===== src/rtl/core/vtrds_pkg.sv =====
// Shared types and constants for the value table block.
// Used by the controller, the output stage and the top level; no dependencies.
package vtrds_pkg;

    // Default number of table slots
    localparam int DEPTH_DEF = 16;

    // Fixed widths of the item fields
    localparam int VALUE_W  = 32;
    localparam int STATUS_W = 2;
    localparam int INDEX_W  = 4;
    localparam int COUNT_W  = 5;

    // Action selector carried with each input item
    typedef enum logic [1:0] {
        ACT_APPEND  = 2'd0,
        ACT_REPLACE = 2'd1,
        ACT_DELETE  = 2'd2,
        ACT_SEARCH  = 2'd3
    } t_action;

    // Result status
    typedef enum logic [STATUS_W-1:0] {
        ST_OK   = 2'd0,
        ST_NONE = 2'd1,
        ST_FULL = 2'd2
    } t_status;

    // Controller states
    typedef enum logic [1:0] {
        S_IDLE,
        S_SCAN,
        S_DONE
    } t_state;

    // One result item as handed from the controller to the output stage
    typedef struct packed {
        t_status              status;
        logic [INDEX_W-1:0]   index;
        logic [COUNT_W-1:0]   count;
    } t_result;

endpackage


===== src/rtl/core/vtrds_ram.sv =====
// Generic single-clock RAM: one write port, one read port, registered read data.
// No package dependencies.
module vtrds_ram #(
    parameter int WIDTH = 32,
    parameter int DEPTH = 16
) (
    input  logic                     i_clk,
    input  logic                     i_we,
    input  logic [$clog2(DEPTH)-1:0] i_waddr,
    input  logic [WIDTH-1:0]         i_wdata,
    input  logic                     i_re,
    input  logic [$clog2(DEPTH)-1:0] i_raddr,
    output logic [WIDTH-1:0]         o_rdata
);

    logic [WIDTH-1:0] r_mem [DEPTH];
    logic [WIDTH-1:0] r_rdata;

    // Write and registered read
    always_ff @(posedge i_clk) begin
        if (i_we) begin
            r_mem[i_waddr] <= i_wdata;
        end
        if (i_re) begin
            r_rdata <= r_mem[i_raddr];
        end
    end

    assign o_rdata = r_rdata;

endmodule


===== src/rtl/core/vtrds_obuf.sv =====
// Output register stage for result items; frees the controller from the receiver.
// Depends on vtrds_pkg for the result type.
module vtrds_obuf
    import vtrds_pkg::*;
(
    input  logic    i_clk,
    input  logic    i_rst_n,
    input  logic    i_res_valid,
    input  t_result i_res,
    output logic    o_res_free,
    output logic    o_valid,
    input  logic    i_ready,
    output t_result o_res
);

    logic    r_valid;
    t_result r_res;

    // Room for a new item when empty or when the held item leaves now
    assign o_res_free = !r_valid || i_ready;

    // Hold the item until the receiver takes it
    always_ff @(posedge i_clk) begin
        if (!i_rst_n) begin
            r_valid <= 1'b0;
        end else if (o_res_free) begin
            r_valid <= i_res_valid;
        end
    end

    always_ff @(posedge i_clk) begin
        if (o_res_free && i_res_valid) begin
            r_res <= i_res;
        end
    end

    assign o_valid = r_valid;
    assign o_res   = r_res;

endmodule


===== src/rtl/core/vtrds_ctrl.sv =====
// Controller: action decode, pipelined table scan with read-modify-write, fill count.
// Depends on vtrds_pkg; drives the ports of one vtrds_ram instance.
module vtrds_ctrl
    import vtrds_pkg::*;
#(
    parameter int DEPTH = DEPTH_DEF
) (
    input  logic                     i_clk,
    input  logic                     i_rst_n,
    // Input items
    input  logic                     i_in_valid,
    output logic                     o_in_ready,
    input  t_action                  i_action,
    input  logic [VALUE_W-1:0]       i_value,
    input  logic [VALUE_W-1:0]       i_new_value,
    // Table memory
    output logic                     o_mem_we,
    output logic [$clog2(DEPTH)-1:0] o_mem_waddr,
    output logic [VALUE_W-1:0]       o_mem_wdata,
    output logic                     o_mem_re,
    output logic [$clog2(DEPTH)-1:0] o_mem_raddr,
    input  logic [VALUE_W-1:0]       i_mem_rdata,
    // Result items
    output logic                     o_res_valid,
    output t_result                  o_res,
    input  logic                     i_res_free
);

    localparam int AW = $clog2(DEPTH);
    localparam int CW = $clog2(DEPTH + 1);

    t_state             r_state,   n_state;
    t_action            r_act,     n_act;
    logic [VALUE_W-1:0] r_key,     n_key;
    logic [VALUE_W-1:0] r_repl,    n_repl;
    logic [CW-1:0]      r_count,   n_count;
    logic [CW-1:0]      r_rd_idx,  n_rd_idx;
    logic               r_cmp_vld, n_cmp_vld;
    logic [AW-1:0]      r_cmp_idx, n_cmp_idx;
    logic               r_found,   n_found;
    t_status            r_status,  n_status;
    logic [AW-1:0]      r_index,   n_index;

    logic               more;
    logic               hit;
    logic               drop_one;
    logic [CW-1:0]      count_after;
    logic [AW+INDEX_W-1:0] index_ext;
    logic [CW+COUNT_W-1:0] count_ext;

    // Control registers
    always_ff @(posedge i_clk) begin
        if (!i_rst_n) begin
            r_state   <= S_IDLE;
            r_count   <= '0;
            r_cmp_vld <= 1'b0;
        end else begin
            r_state   <= n_state;
            r_count   <= n_count;
            r_cmp_vld <= n_cmp_vld;
        end
    end

    // Per-item working registers
    always_ff @(posedge i_clk) begin
        r_act     <= n_act;
        r_key     <= n_key;
        r_repl    <= n_repl;
        r_rd_idx  <= n_rd_idx;
        r_cmp_idx <= n_cmp_idx;
        r_found   <= n_found;
        r_status  <= n_status;
        r_index   <= n_index;
    end

    assign more     = (r_rd_idx < r_count);
    assign hit      = r_cmp_vld && (i_mem_rdata == r_key);
    assign drop_one = (r_act == ACT_DELETE) && r_found;

    // Result fields, cut or widened to the fixed item widths
    assign count_after = drop_one ? (r_count - CW'(1)) : r_count;
    assign index_ext   = {{INDEX_W{1'b0}}, r_index};
    assign count_ext   = {{COUNT_W{1'b0}}, count_after};

    assign o_res.status = r_status;
    assign o_res.index  = index_ext[INDEX_W-1:0];
    assign o_res.count  = count_ext[COUNT_W-1:0];

    // Next state, scan and memory access
    always_comb begin
        n_state     = r_state;
        n_act       = r_act;
        n_key       = r_key;
        n_repl      = r_repl;
        n_count     = r_count;
        n_rd_idx    = r_rd_idx;
        n_cmp_vld   = 1'b0;
        n_cmp_idx   = r_cmp_idx;
        n_found     = r_found;
        n_status    = r_status;
        n_index     = r_index;
        o_in_ready  = 1'b0;
        o_mem_we    = 1'b0;
        o_mem_waddr = r_cmp_idx;
        o_mem_wdata = r_repl;
        o_mem_re    = 1'b0;
        o_mem_raddr = r_rd_idx[AW-1:0];
        o_res_valid = 1'b0;

        case (r_state)
            S_IDLE: begin
                o_in_ready = 1'b1;
                if (i_in_valid) begin
                    n_act    = i_action;
                    n_key    = i_value;
                    n_repl   = i_new_value;
                    n_rd_idx = '0;
                    n_found  = 1'b0;
                    n_index  = '0;
                    if (i_action == ACT_APPEND) begin
                        n_state = S_DONE;
                        if (r_count == CW'(DEPTH)) begin
                            n_status = ST_FULL;
                        end else begin
                            // Store at the next free slot
                            o_mem_we    = 1'b1;
                            o_mem_waddr = r_count[AW-1:0];
                            o_mem_wdata = i_value;
                            n_index     = r_count[AW-1:0];
                            n_count     = r_count + CW'(1);
                            n_status    = ST_OK;
                        end
                    end else begin
                        n_state  = S_SCAN;
                        n_status = ST_NONE;
                    end
                end
            end

            S_SCAN: begin
                // Act on the entry whose read data arrives now
                if (r_cmp_vld) begin
                    case (r_act)
                        ACT_REPLACE: begin
                            if (hit) begin
                                o_mem_we    = 1'b1;
                                o_mem_waddr = r_cmp_idx;
                                o_mem_wdata = r_repl;
                                n_status    = ST_OK;
                            end
                        end
                        ACT_DELETE: begin
                            if (r_found) begin
                                // Shift the entry down by one slot
                                o_mem_we    = 1'b1;
                                o_mem_waddr = r_cmp_idx - AW'(1);
                                o_mem_wdata = i_mem_rdata;
                            end else if (hit) begin
                                n_found  = 1'b1;
                                n_index  = r_cmp_idx;
                                n_status = ST_OK;
                            end
                        end
                        ACT_SEARCH: begin
                            if (hit) begin
                                n_index  = r_cmp_idx;
                                n_status = ST_OK;
                            end
                        end
                        default: begin
                        end
                    endcase
                end

                // Stop on the first search hit or when all entries are through
                if ((r_act == ACT_SEARCH && hit) || !more) begin
                    n_state = S_DONE;
                end else begin
                    o_mem_re  = 1'b1;
                    n_rd_idx  = r_rd_idx + CW'(1);
                    n_cmp_vld = 1'b1;
                    n_cmp_idx = r_rd_idx[AW-1:0];
                end
            end

            S_DONE: begin
                // Hand over the result once the output stage has room
                o_res_valid = 1'b1;
                if (i_res_free) begin
                    n_count = count_after;
                    n_state = S_IDLE;
                end
            end

            default: begin
                n_state = S_IDLE;
            end
        endcase
    end

endmodule


===== src/rtl/core/value_table_replace_delete_search.sv =====
// Top level of the value table: stream ports, controller, table memory, output stage.
// Depends on vtrds_pkg, vtrds_ram, vtrds_ctrl and vtrds_obuf.
//
// Usage:
//   Slave channel s_axis carries one command item: tuser holds the action
//   (append, replace all matches, delete first match, search first match),
//   tdata holds the value and the replacement value. Master channel m_axis
//   returns exactly one result item per command: tuser holds the status
//   (done/found, no match, table full), tdata holds the index and the count.
//   An append writes its slot as it is accepted and needs no scan. Replace and delete
//   scan all stored entries; search stops at its first hit, else scans them all.
//   One item is in work at a time; the rate is set by the scan, which reads
//   one stored entry per cycle from the single read port of the table RAM.
//   Delete shifts later entries down during the same pass as the search.
//   Reset empties the table at once (fill count to zero); no clearing pass.
//   A stalled receiver holds the result in the output register; the next
//   command is still accepted and runs up to its own result, then waits.
module value_table_replace_delete_search
    import vtrds_pkg::*;
#(
    parameter int DEPTH = DEPTH_DEF
) (
    input  logic        i_clk,
    input  logic        i_rst_n,
    input  logic        s_axis_tvalid,
    output logic        s_axis_tready,
    input  logic [63:0] s_axis_tdata,   // [31:0] value, [63:32] new_value
    input  logic [1:0]  s_axis_tuser,   // [1:0] action
    output logic        m_axis_tvalid,
    input  logic        m_axis_tready,
    output logic [15:0] m_axis_tdata,   // [3:0] index, [8:4] count, [15:9] zero
    output logic [1:0]  m_axis_tuser    // [1:0] status
);

    localparam int AW = $clog2(DEPTH);

    logic               mem_we;
    logic [AW-1:0]      mem_waddr;
    logic [VALUE_W-1:0] mem_wdata;
    logic               mem_re;
    logic [AW-1:0]      mem_raddr;
    logic [VALUE_W-1:0] mem_rdata;
    logic               res_valid;
    logic               res_free;
    t_result            res;
    t_result            out_res;

    vtrds_ctrl #(
        .DEPTH (DEPTH)
    ) u_ctrl (
        .i_clk       (i_clk),
        .i_rst_n     (i_rst_n),
        .i_in_valid  (s_axis_tvalid),
        .o_in_ready  (s_axis_tready),
        .i_action    (t_action'(s_axis_tuser)),
        .i_value     (s_axis_tdata[31:0]),
        .i_new_value (s_axis_tdata[63:32]),
        .o_mem_we    (mem_we),
        .o_mem_waddr (mem_waddr),
        .o_mem_wdata (mem_wdata),
        .o_mem_re    (mem_re),
        .o_mem_raddr (mem_raddr),
        .i_mem_rdata (mem_rdata),
        .o_res_valid (res_valid),
        .o_res       (res),
        .i_res_free  (res_free)
    );

    vtrds_ram #(
        .WIDTH (VALUE_W),
        .DEPTH (DEPTH)
    ) u_table (
        .i_clk   (i_clk),
        .i_we    (mem_we),
        .i_waddr (mem_waddr),
        .i_wdata (mem_wdata),
        .i_re    (mem_re),
        .i_raddr (mem_raddr),
        .o_rdata (mem_rdata)
    );

    vtrds_obuf u_obuf (
        .i_clk       (i_clk),
        .i_rst_n     (i_rst_n),
        .i_res_valid (res_valid),
        .i_res       (res),
        .o_res_free  (res_free),
        .o_valid     (m_axis_tvalid),
        .i_ready     (m_axis_tready),
        .o_res       (out_res)
    );

    // Pack the result fields onto the stream
    assign m_axis_tuser = out_res.status;
    assign m_axis_tdata = {7'd0, out_res.count, out_res.index};

endmodule


===== config.mk =====
export PLATFORM = sky130hd
export DESIGN_NAME = value_table_replace_delete_search
export DESIGN_NICKNAME = d
export VERILOG_FILES = /design/src/rtl/core/vtrds_pkg.sv /design/src/rtl/core/vtrds_ram.sv /design/src/rtl/core/vtrds_obuf.sv /design/src/rtl/core/vtrds_ctrl.sv /design/src/rtl/core/value_table_replace_delete_search.sv
export SDC_FILE = /design/constraint.sdc
export NUM_CORES = 1
export LEC_CHECK = 0
export BUFFER_PORTS_ARGS = -buffer_cell sky130_fd_sc_hd__buf_2
export CORE_MARGIN = 2
export CORE_UTILIZATION = 50
export CTS_BUF_LIST = sky130_fd_sc_hd__clkbuf_4 sky130_fd_sc_hd__clkbuf_8 sky130_fd_sc_hd__clkbuf_16
export DETAILED_ROUTE_END_ITERATION = 7
export HOLD_SLACK_MARGIN = 0.05
export PLACE_DENSITY = 0.67
export SETUP_SLACK_MARGIN = 0.15
export SLEW_MARGIN = 5
export SYNTH_ARGS = -nofsm -noshare
export SYNTH_HDL_FRONTEND = slang
export SYNTH_HIERARCHICAL = 1
export SYNTH_SLANG_ARGS = --single-unit

===== constraint.sdc =====
create_clock -name i_clk -period 6.95 [get_ports i_clk]
set_input_delay 0.695 -clock i_clk [delete_from_list [all_inputs] [get_ports i_clk]]
set_output_delay 0.695 -clock i_clk [all_outputs]
set_load 0.005 [all_outputs]

* Word-level counts from Yosys, hierarchy flattened
Memory sizes are Yosys's and may differ from the RTL's. A register that Yosys moved wholly into a read port is not among the register bits.
Cells that the tools add are included.
** Word-level totals
- Register bits after elaboration :: 102
- Memory bits (writable) :: 512
- Input bits :: 70
- Output and inout port bits :: 20
- Memories kept :: 1
** Memories
- u_table.r_mem :: words 16, width 32, read ports 1, clocked after memory_dff 1, wr ports 1, RTL line vtrds_ram.sv:16 : logic [WIDTH-1:0] r_mem [DEPTH];
** Cells by class
- Add/subtract/negate cells :: 4
- Order comparisons :: 1
- Eq/ne operators :: 18
- Mux-type cells :: 63
- Bitwise operators :: 1
- Reductions and logical operators :: 21
** Operators by type and width (count)
- $mux 32 :: 6
- $pmux 32 s2 :: 1
- $mux 4 :: 12
- $mux 5 :: 7
- $eq 32x32->1 :: 1
- $pmux 4 s2 :: 3
- $mux 2 :: 10
- $pmux 5 s2 :: 2
- $mux 1 :: 16
- $reduce_and 5->1 :: 3
- $add 5x1->5 const B :: 2
- $ne 2x1->1 const B :: 5
- $pmux 2 s2 :: 2
- $eq 2x2->1 const B :: 3
- $ne 2x2->1 const B :: 3
- $pmux 1 s2 :: 3
- $pmux 2 s3 :: 1
- $reduce_and 3->1 :: 2
- $eq 5x5->1 const B :: 1
- $lt 5x5->1 :: 1
- $sub 5x1->5 const B :: 1
- $eq 2x1->1 const B :: 2
- $logic_and 1x1->1 :: 4
- $logic_not 2->1 :: 2
- 11 further kinds :: 15

* Longest topological paths before layout
Gate-level depths: netlist of the first run.
- Depth in word-level cells :: 8
- Gate-level depth with buffers :: 12
- Depth with buffers taken out :: 10

* Cells and area by module
The synthesis of the first run kept the hierarchy.
** By module, submodules not included
- vtrds_ram :: times used 1, cells each 838, area each 20155.6 um^2, sequential area each 16335.7 um^2
- vtrds_ctrl :: times used 1, cells each 365, area each 4481.8 um^2, sequential area each 2622.5 um^2
- vtrds_obuf :: times used 1, cells each 16, area each 387.9 um^2, sequential area each 350.3 um^2
- value_table_replace_delete_search :: times used 1, cells each 8, area each 56.3 um^2, sequential area each 0.0 um^2

* Least setup slack after synthesis of the first run
OpenSTA, ideal clock, no wires.
- Path kind :: input -> register
- Start :: input s_axis_tvalid
- End :: memory u_table.r_mem[0][0] (enable)
- Setup time :: 0.461 ns
- Arrival :: 5.544 ns
- Slack :: 0.945 ns
- Stages on the path :: 6
- Path buffers :: 0
- Cells stage by stage :: nand2_2 > inv_1 > nand3_1 > a31o_2 > or3b_2 > nor3_1
** Between the ends
- Elaborated cells on any way between the ends :: 6
- Classes of those cells :: 6 x mux
** RTL lines
- start: declaration :: RTL line value_table_replace_delete_search.sv:25 : input logic s_axis_tvalid,
- $mux 4 :: RTL line vtrds_ctrl.sv:113 : if (i_in_valid) begin
- $pmux 4 s2 :: RTL line vtrds_ctrl.sv:110 : case (r_state)
- net mem_waddr[2] :: RTL line value_table_replace_delete_search.sv:38 : logic [AW-1:0] mem_waddr;
- end: declaration :: RTL line vtrds_ram.sv:16
The timed path passes the listed nets, and every way through them passes these cells.

* Worst setup path after layout of the first run
- Start :: register u_ctrl.r_state[0]
- End :: memory u_table.r_mem[11][28] (enable)
** Between the ends
- Elaborated cells on any way between the ends :: 6
- Classes of those cells :: 1 x eq/ne; 4 x mux; 1 x reduce/logical
** RTL lines
- start: declaration :: RTL line vtrds_ctrl.sv:32 : t_state r_state, n_state;
- start signal: assignment :: RTL line vtrds_ctrl.sv:58 : r_state <= n_state;
- $eq 2x1->1 / $logic_not 2->1 (equally long branches) :: RTL line vtrds_ctrl.sv:110
- $pmux 4 s2 * :: RTL line vtrds_ctrl.sv:110
- net mem_waddr[2] :: RTL line value_table_replace_delete_search.sv:38
The timed path passes the listed nets; every way through them passes the cells marked *.

==> results_dict.tcl, run 1 <==
set metrics [dict create \
    grt_max_degree 132 \
    drv_cap 0 \
    slew_headroom_pct 30.0 \
    cts-root-buf "clkbuf_16" \
    vdd_drop_max_mv 0.224 \
    cts_setup_buffers 0 \
    cpMaxStageDelayCell "nor2_4" \
    switching_share_pct 24.0 \
    grt_pass1_wl_mm 82.1 \
    max_freq_mhz 224 \
    yosys_warnings 6 \
    worst-path-max-fanout 33 \
    portBuffers 82 \
    wirelength_mm 55.3 \
    drive_above_1_share_pct 27.2 \
    rows 82 \
    antenna_cells 0 \
    hold_buffers 0 \
    r2r_cells 8 \
    cp_top_family "simple AND/OR/NAND/NOR gates" \
    crit_required_ps 7200 \
    firstDrtPassIters 6 \
    p_comb_share_pct 13.8 \
    synth_cell_types 57 \
    post_drt_via_cell_ratio 6.05 \
    min_path_cells 1 \
    yosysMostFrequentCell "edfxtp_1" \
    dp_hpwl_mm 31.5 \
    die_h_um 228 \
    design_area_mm2 0.0285 \
    worst_pin_slew_ps 1050 \
    syn_area_mm2 0.0251 \
    worstSetupStartpointType "flop" \
    fillers 3691 \
    yosys.area.top_type_share_pct 76.3 \
    clkPwrFrac_pct 37.1 \
    ios 90 \
    cts_tree "yes" \
    crit_cells 8 \
    worstSetupPathType "flop to flop" \
    p_per_area_mw_per_mm2 336 \
    die_x_um 228 \
    core_mm2 0.0499 \
    top_usage_layer "met2" \
    grtUsageMet2_pct 33.7 \
    clock_path_buffers 3 \
    synth_seq_cells 646 \
    ys.flop_type "edfxtp_1" \
    rsz0062_at_grt "false" \
    grt_antenna_before_repair 0 \
    clk_latency_ps 590 \
    crit_chain "nor2b_1, nand2_1, nor2_4, nand2_1, a31o_2, nand3b_1, nor2_4, buf_4" \
    netlist_top_cells_count "edfxtp_1, mux4_2, a22oi_1, nand2_1, inv_1" \
    timing.final.crit_share_pct 64.3 \
    cts_max_level 3 \
    synth_edf_count 637 \
    path_clk_slew_ps 60 \
    critPathMaxStageDelay_ps 810 \
    ys_seq_area_share_pct 77.0 \
    route.detailed.drc 0 \
    setup_violations 0 \
    grt_usage_pct 21.6 \
    drv_slew 0 \
    globalRouteMet3Util_pct 4.70 \
    status "finished clean" \
    synth_area_leaders "edfxtp_1, mux4_2, a22oi_1, a222oi_1, xor2_1" \
    fin_tns_setup_ps 0 \
    p_int_mw 7.28 \
    grt_pass1_vias 12600 \
    multi_input_area_mm2 0.00538 \
    ant_nets 0 \
    die_area_mm2 0.0520 \
    hold_class "input pin to flop" \
    post_cts_resized 0 \
    syn_inst 1227 \
    post-synth-top-area-cell "edfxtp_1" \
    fin_skew_ps 22.4 \
    place_area_mm2 0.0263 \
    cp_data_arrival_time_ps 4720 \
    pwr-share-seq_pct 49.1 \
    routedWlPerCell_um 26.9 \
    syn-mean-instance-area_um2 20.4 \
    nets 1423 \
    hold_violations 0 \
    path_buf_inv 1 \
    switching_power_mw 2.30 \
    finalWeightedCongestion 0.872 \
    min_period_ps 4470 \
    area_delta_synth_final_pct 13.8 \
    cp-end-kind "flop" \
    cts_buffers 66 \
    start_util_pct 50.3 \
    grt_overflow 0 \
    num_vias 12500 \
    p_leak_nw 9.36 \
    synthArstFlopShare_pct 0 \
    use_met1_pct 30.5 \
    cts.sinks 646 \
    regArea_mm2 0.0193 \
    drtIter0Drc 1552 \
]
-- stage by stage --
stage / instances / util [%] / setup WS (ps) / total power, mW / hold slack, ps
detailed placement: 1945 / 52.8 / 2520 / 6.12 / 420
CTS: 2060 / 57.2 / 2510 / 9.67 / 251
floorplan: 1233 / - / 945 / 5.70 / 400
global route: 2060 / 57.2 / 2200 / 9.92 / 263
global placement: 1945 / 52.8 / 2690 / 6.09 / 403
finish: 2060 / 57.2 / 2480 / 9.58 / 275
-- state kept, by name, summed over array words and instances, names as in the netlist, 4 cells and up --
name / cells
u_ctrl/r_count: 5
u_ctrl/r_key: 32
u_ctrl/r_repl: 32
u_ctrl/r_cmp_idx: 4
u_obuf/o_res: 11
u_ctrl/r_rd_idx: 5
u_table/r_mem: 512
u_ctrl/r_index: 4
u_table/o_rdata: 32
-- path summary, 6_finish.rpt --
path                startpoint                     to  slack [ps]
max          u_ctrl/r_state[0]  u_table/r_mem[11][28]        2480
min           s_axis_tdata[33]       u_ctrl/r_repl[1]         280
max reg2reg  u_ctrl/r_state[0]  u_table/r_mem[11][28]        2480
min reg2reg  u_ctrl/r_index[3]        u_obuf/o_res[8]         430
-- worst reg2reg max path, stage by stage, from the launching register on --
cell and delay (ps):
dfxtp_1 490, nor2b_1 630, nand2_1 270, nor2_4 810, nand2_1 170, a31o_2 320
nand3b_1 370, nor2_4 590, buf_4 450
-- cells by family (layout without fill, tap and decap cells) --
| family | count (synthesis) | count (layout) | share of synthesized area (%) |
|---|---|---|---|
| AOI/OAI and AO/OA | 140 | 140 | 4.44 |
| xor gates and xnor gates | 39 | 39 | 1.36 |
| adders and majority gates | 12 | 12 | 0.599 |
| buffers and inverters | 118 | 273 | 2.25 |
| DFF | 646 | 646 | 77.0 |
| muxes | 130 | 130 | 11.6 |
| other | 1 | 7 | 0.0150 |
| and+or+nand+nor | 141 | 141 | 2.77 |
-- layout by cell type, fill, tap and decap left out, types with 4 or more instances in the layout --
master and instances:
bufinv_16 8, clkbuf_16 69, nand3_1 10, clkinv_2 12, buf_4 24, a222oi_1 33, and2_1 7, nand2b_1 7
nor2_4 15, conb_1 7, clkbuf_4 12, inv_1 47, a21oi_1 10, nor4_1 9, nor3_2 4, o21ai_0 9
edfxtp_1 637, nand2_1 54, xnor2_1 10, nor2_1 9, xor2_1 29, a22oi_1 64, nor3_1 5, dfxtp_1 9
mux4_2 128, ha_1 12, buf_2 82, clkinv_1 12
-- per-layer routing --
metal / wire length, µm / vias up
met4: 1610 / 0
met5: 0 / -
met1: 22800 / 6474
met3: 4770 / 104
li1: - / 5280
met2: 26100 / 599
-- area by class of cell --
type,instances,share of cell area [%]
repair buffers,108,2.21
clock buffers,81,6.37
multi-input cells,469,18.9
clock inverters,34,1.29
inverters,50,0.662
well taps,672,2.95
flip-flops and latches,646,67.7
-- power by group through the flow --
stage | Sequential, mW | Combinational (mW) | Clock, mW
2_1_floorplan | 4.75 | 0.951 | 0
3_3_place_gp | 4.78 | 1.31 | 0
3_5_place_dp | 4.79 | 1.34 | 0
4_1_cts | 4.71 | 1.34 | 3.62
5_1_grt | 4.72 | 1.43 | 3.77
6_report | 4.71 | 1.32 | 3.55
No activity file was read; power rests on OpenSTA's default activity.
==> inputs of run 2 (changes only) <==
clock period = 4.5 ns   (was 6.95 ns; I/O delays follow)
==> run 2 against run 1 <==
  * Power is 50% higher
  * Largest power group unchanged
  * Largest cell class unchanged
  * Critical path depth is 1 higher
  * Critical path type unchanged
  * Hold slack worse by 180 ps
==> results_dict.tcl, run 2 (synthesis gave the netlist of run 1 again) <==
set metrics [dict create \
    status "finished clean" \
    min_path_cells 1 \
    reg2reg_to "u_table/r_mem[0][8]" \
    route.detailed.drc 0 \
    switching_power_mw 3.56 \
    cp-startpoint "u_table/o_rdata[6]" \
    grt_overflow 0 \
    routedWlPerCell_um 26.1 \
    hold_class "input pin to flop" \
    clk_latency_ps 630 \
    start_util_pct 50.3 \
    fin_ws_ps 617 \
    mostFrequentLayoutCells "edfxtp_1, mux4_2, buf_2, a22oi_1, dlygate4sd3_1" \
    largest-register "u_table/r_mem" \
    worstSetupPathType "flop to flop" \
    mostFrequentLayoutCell "edfxtp_1" \
    worst_pin_slew_ps 1160 \
    use_met1_pct 30.9 \
    cp-end-kind "flop" \
    finalWeightedCongestion 0.827 \
    grt_max_degree 132 \
    grt_pass1_wl_mm 83.2 \
    p_comb_share_pct 14.7 \
    dp_hpwl_mm 31.6 \
    rrSetupSlack_ps 620 \
    firstDrtPassIters 6 \
    switching_share_pct 24.7 \
    final_util_pct 58.5 \
    critPathMaxStageDelay_ps 620 \
    top_usage_layer "met2" \
    area_delta_synth_final_pct 16.3 \
    die_area_mm2 0.0520 \
    cts_buffers 60 \
    hold_violations 0 \
    cpMaxStageDelayCell "or3b_2" \
    vdd_drop_max_mv 0.373 \
    slew_headroom_pct 22.2 \
    crit-reg2reg-launch "u_table/o_rdata[6]" \
    grtUsageMet2_pct 34.7 \
    clock_path_buffers 3 \
    crit_chain "xor2_1, nor4_1, nand3_1, nor3_1, a21oi_1, o21ai_0, or3b_2, nor3_4, buf_4" \
    grt_pass1_vias 12800 \
    cp_top_family "simple AND/OR/NAND/NOR gates" \
    num_vias 12700 \
    cts.sinks 646 \
    r2r_cells 9 \
    path_clk_slew_ps 60 \
    ant_nets 0 \
    post_cts_resized 0 \
    cp_data_arrival_time_ps 4160 \
    globalRouteMet3Util_pct 3.46 \
    post_drt_via_cell_ratio 5.95 \
    rsz0062_at_grt "false" \
    largest_reg_flops 512 \
    wirelength_mm 55.8 \
    cts_tree "yes" \
    antenna_cells 0 \
    hold_start "s_axis_tdata[1]" \
    pwr-share-seq_pct 50.5 \
    min_period_ps 3880 \
    grt_antenna_before_repair 0 \
    drv_cap 0 \
    dp_slack_ps 658 \
    whs_ps 97.1 \
    fin_tns_setup_ps 0 \
    p_int_mw 10.8 \
    worst-path-max-fanout 22 \
    whs_endpoint "u_ctrl/r_key[1]" \
    max_freq_mhz 258 \
    clkPwrFrac_pct 34.8 \
    drtIter0Drc 1351 \
    crit_cells 9 \
    portBuffers 82 \
    drv_slew 0 \
    worstSetupStartpointType "flop" \
    setup_violations 0 \
    drive_above_1_share_pct 26.3 \
    grt_usage_pct 21.6 \
    ios 90 \
    p_leak_nw 9.61 \
    core_mm2 0.0499 \
    fin_skew_ps 26.1 \
    die_h_um 228 \
    cts_max_level 2 \
    crit_required_ps 4780 \
    p_per_area_mw_per_mm2 493 \
    rows 82 \
    path_buf_inv 1 \
    cts-root-buf "clkbuf_16" \
    die_x_um 228 \
    timing.final.crit_share_pct 86.3 \
    nets 1496 \
]
==> run 2: power groups by stage <==
stage / logic [mW] / clock network [mW] / registers, mW
3_5_place_dp: 2.09 / 0 / 7.39
5_1_grt: 2.29 / 5.32 / 7.28
6_report: 2.11 / 5.01 / 7.26
3_3_place_gp: 2.04 / 0 / 7.38
2_1_floorplan: 1.48 / 0 / 7.33
4_1_cts: 2.14 / 5.11 / 7.26
==> run 2: final cells by class <==
class	instances	area [µm²]
clock buffers	77	1630
clock inverters	35	348
fillers	3659	20700
inverters	50	191
multi-input cells	469	5400
flip-flops and latches	646	19300
well taps	672	841
repair buffers	187	1450
==> run 2: metrics by stage <==
stage          instances  area, µm²  power (mW)
2_1_floorplan       1233      25200        8.81
3_3_place_gp        1962      26600        9.43
3_5_place_dp        1962      26600        9.48
4_1_cts             2136      29200        14.5
5_1_grt             2136      29200        14.9
6_report            2136      29200        14.4
==> run 2: worst max path at each step <==
stage / endpoint / slack, ps
6_report: u_table/r_mem[0][8] / 620
3_3_place_gp: u_table/r_mem[0][0] / 720
4_1_cts: u_table/r_mem[0][31] / 600
2_1_floorplan: u_table/r_mem[6][0] / -130
3_5_place_dp: u_table/r_mem[0][6] / 660
5_1_grt: u_table/r_mem[0][31] / 430
==> run 2: per-layer routing <==
layer / part of all wire, % / routed length [µm]
met1: 41 / 23100
met3: 7.5 / 4200
met2: 49 / 27100
met4: 2.5 / 1400
met5: 0 / 0
==> run 2: repair_timing <==
item,in CTS,in global routing
setup buffers,0,0
hold buffers,62,0
endpoints found under the hold margin,62,0
==> inputs of run 3 (changes only) <==
GPL_TIMING_DRIVEN = 0   (was unset)
==> run 3 against run 2 <==
  * Die area is the same
  * Register-to-register slack lost 400 ps
  * Core utilization grew 1.8 points
  * Sequential power is essentially flat
  * Hold slack lost 21 ps
  * Global-route usage grew 3.9 points
  * Combinational power grew 12%
  * Clock power grew 14%
  * Count of clock-buffer cells in the layout grew 9
  * Non-clock buffer count grew 56
  * Worst setup slack lost 400 ps
  * Flip-flop and latch count is the same
  * Largest cell class unchanged
  * Highest routed layer unchanged
==> results_dict.tcl, run 3 (synthesis gave the netlist of run 1 again) <==
set metrics [dict create \
    worst-path-max-fanout 13 \
    largest_reg_flops 512 \
    vdd_drop_max_mv 0.312 \
    max_freq_mhz 233 \
    slew_headroom_pct 25.8 \
    die_x_um 228 \
    rrSetupSlack_ps 220 \
    drive_above_1_share_pct 28.7 \
    fillers 3547 \
    cts_max_level 3 \
    p_per_area_mw_per_mm2 509 \
    worstSetupPathType "flop to flop" \
    die_h_um 228 \
    clk_latency_ps 600 \
    cpMaxStageDelayCell "or3b_2" \
    dp_hpwl_mm 39.5 \
    path_clk_slew_ps 60 \
    hold_class "input pin to flop" \
    cts.sinks 646 \
    mostFrequentLayoutCells "edfxtp_1, mux4_2, buf_2, clkbuf_16, a22oi_1" \
    nets 1560 \
    clock_path_buffers 3 \
    firstDrtPassIters 6 \
    hold_violations 0 \
    route.detailed.drc 0 \
    design_area_mm2 0.0301 \
    r2r_cells 10 \
    worstSetupStartpointType "flop" \
    p_leak_nw 10.0 \
    regArea_mm2 0.0193 \
    grt_usage_pct 25.5 \
    status "finished clean" \
    crit-reg2reg-launch "u_table/o_rdata[6]" \
    antenna_cells 0 \
    hold_start "s_axis_tdata[13]" \
    drv_slew 0 \
    min_path_cells 1 \
    whs_endpoint "u_ctrl/r_key[13]" \
    num_vias 13800 \
    cp-end-kind "flop" \
    multi_input_area_mm2 0.00539 \
    ant_nets 0 \
    cts_buffers 67 \
    area_delta_synth_final_pct 20.0 \
    grt_antenna_before_repair 0 \
    routedWlPerCell_um 29.8 \
    cp_data_arrival_time_ps 4580 \
    die_area_mm2 0.0520 \
    crit_required_ps 4800 \
    start_util_pct 50.3 \
    wirelength_mm 65.6 \
    rsz0062_at_grt "false" \
    drtIter0Drc 1889 \
    reg2reg_to "u_table/r_mem[3][0]" \
    crit_chain "xor2_1, nor4_1, nand3_1, nor3_2, a21oi_1, o21ai_0, or3b_2, nor2_4, buf_16, buf_16" \
    critPathMaxStageDelay_ps 630 \
    grt_pass1_vias 13700 \
    grt_overflow 0 \
    min_period_ps 4280 \
    timing.final.crit_share_pct 95.2 \
    fin_skew_ps 24.4 \
    portBuffers 82 \
    core_mm2 0.0499 \
    setup_violations 0 \
    ios 90 \
    rows 82 \
    cts_tree "yes" \
    mostFrequentLayoutCell "edfxtp_1" \
    drv_cap 0 \
    cts-root-buf "clkbuf_16" \
    fin_tns_setup_ps 0 \
    path_common_cell "buf_16" \
    worst_pin_slew_ps 1110 \
    finalWeightedCongestion 0.822 \
    largest-register "u_table/r_mem" \
    post_drt_via_cell_ratio 6.28 \
    grt_pass1_wl_mm 94.4 \
    place_area_mm2 0.0271 \
    grt_max_degree 28 \
]
-- run 3: cell types whose count changed in the layout (fill, tap and decap cells not counted), moves of 4 or more --
cell           delta
buf_1            +10
buf_12            +4
buf_16           +14
buf_2            +14
buf_6             +4
buf_8             +7
clkbuf_1         +20
clkbuf_16        +11
clkinv_1          -6
dlygate4sd3_1    -15
-- run 3: how the worst max path moves through the flow --
stage,start,endpoint,depth (start not counted)
finish,u_table/o_rdata[6],u_table/r_mem[3][0],10
global route,u_table/o_rdata[6],u_table/r_mem[3][0],10
CTS,u_ctrl/r_count[0],u_table/r_mem[15][16],10
detailed placement,u_ctrl/r_state[1],u_table/r_mem[11][21],9
global placement,u_ctrl/r_state[1],u_table/r_mem[14][26],10
floorplan,u_ctrl/r_state[1],u_table/r_mem[6][0],10
-- run 3: layer usage --
| layer | track usage (%) | part of all wire [%] | wire [µm] |
|---|---|---|---|
| met5 | 0 | 0 | 0 |
| met4 | 8.95 | 3.5 | 2310 |
| met3 | 5.34 | 9.8 | 6440 |
| met2 | 40.9 | 48 | 31600 |
| met1 | 35.2 | 39 | 25300 |
-- run 3: critical path: cells and delay by family (launching register included) --
family          cells  cell delay, ps
compound gates      2             530
xor+xnor            1             230
buf+inv             2             410
flops               1             450
simple gates        5            2350
-- run 3: per-stage QoR --
stage / std cells / power (mW) / hold WS [ps] / util, % / worst slack, ps
after floorplan: 1233 / 8.81 / 400 / - / -133
after global placement: 1987 / 9.55 / 408 / 52.9 / -3050
after detailed placement: 2016 / 9.67 / 410 / 54.4 / -333
after CTS: 2199 / 15.4 / 50.1 / 60.3 / 97.4
after global routing: 2201 / 15.8 / 51.7 / 60.3 / 157
final: 2201 / 15.3 / 76.2 / 60.3 / 215
-- run 3: report_power, final --
part	switching (mW)	internal, mW
Clock	2.26	3.43
Sequential	0.113	7.14
Combinational	1.48	0.883
Total	3.86	11.5
-- run 3: area by class of cell --
| cell class | count | area share [%] |
|---|---|---|
| Clock buffer | 86 | 6.28 |
| Timing Repair Buffer | 175 | 5.68 |
| Buffer | 68 | 1.26 |
| Inverter | 50 | 0.636 |
| Multi-Input combinational cell | 469 | 17.9 |
| Sequential cell | 646 | 64.2 |
| Timing Repair inverter | 1 | 0.0166 |
| Clock inverter | 34 | 1.25 |
| Tap cell | 672 | 2.79 |
-- run 3: timing repair --
action                                  4_1_cts  5_1_grt
gates resized for setup                       1        3
hold endpoints to repair                     46        1
cloned                                        0        1
setup buffers                                17        0
endpoints found under the setup margin      435      154
hold buffers                                 46        1
pin swaps                                     9        0
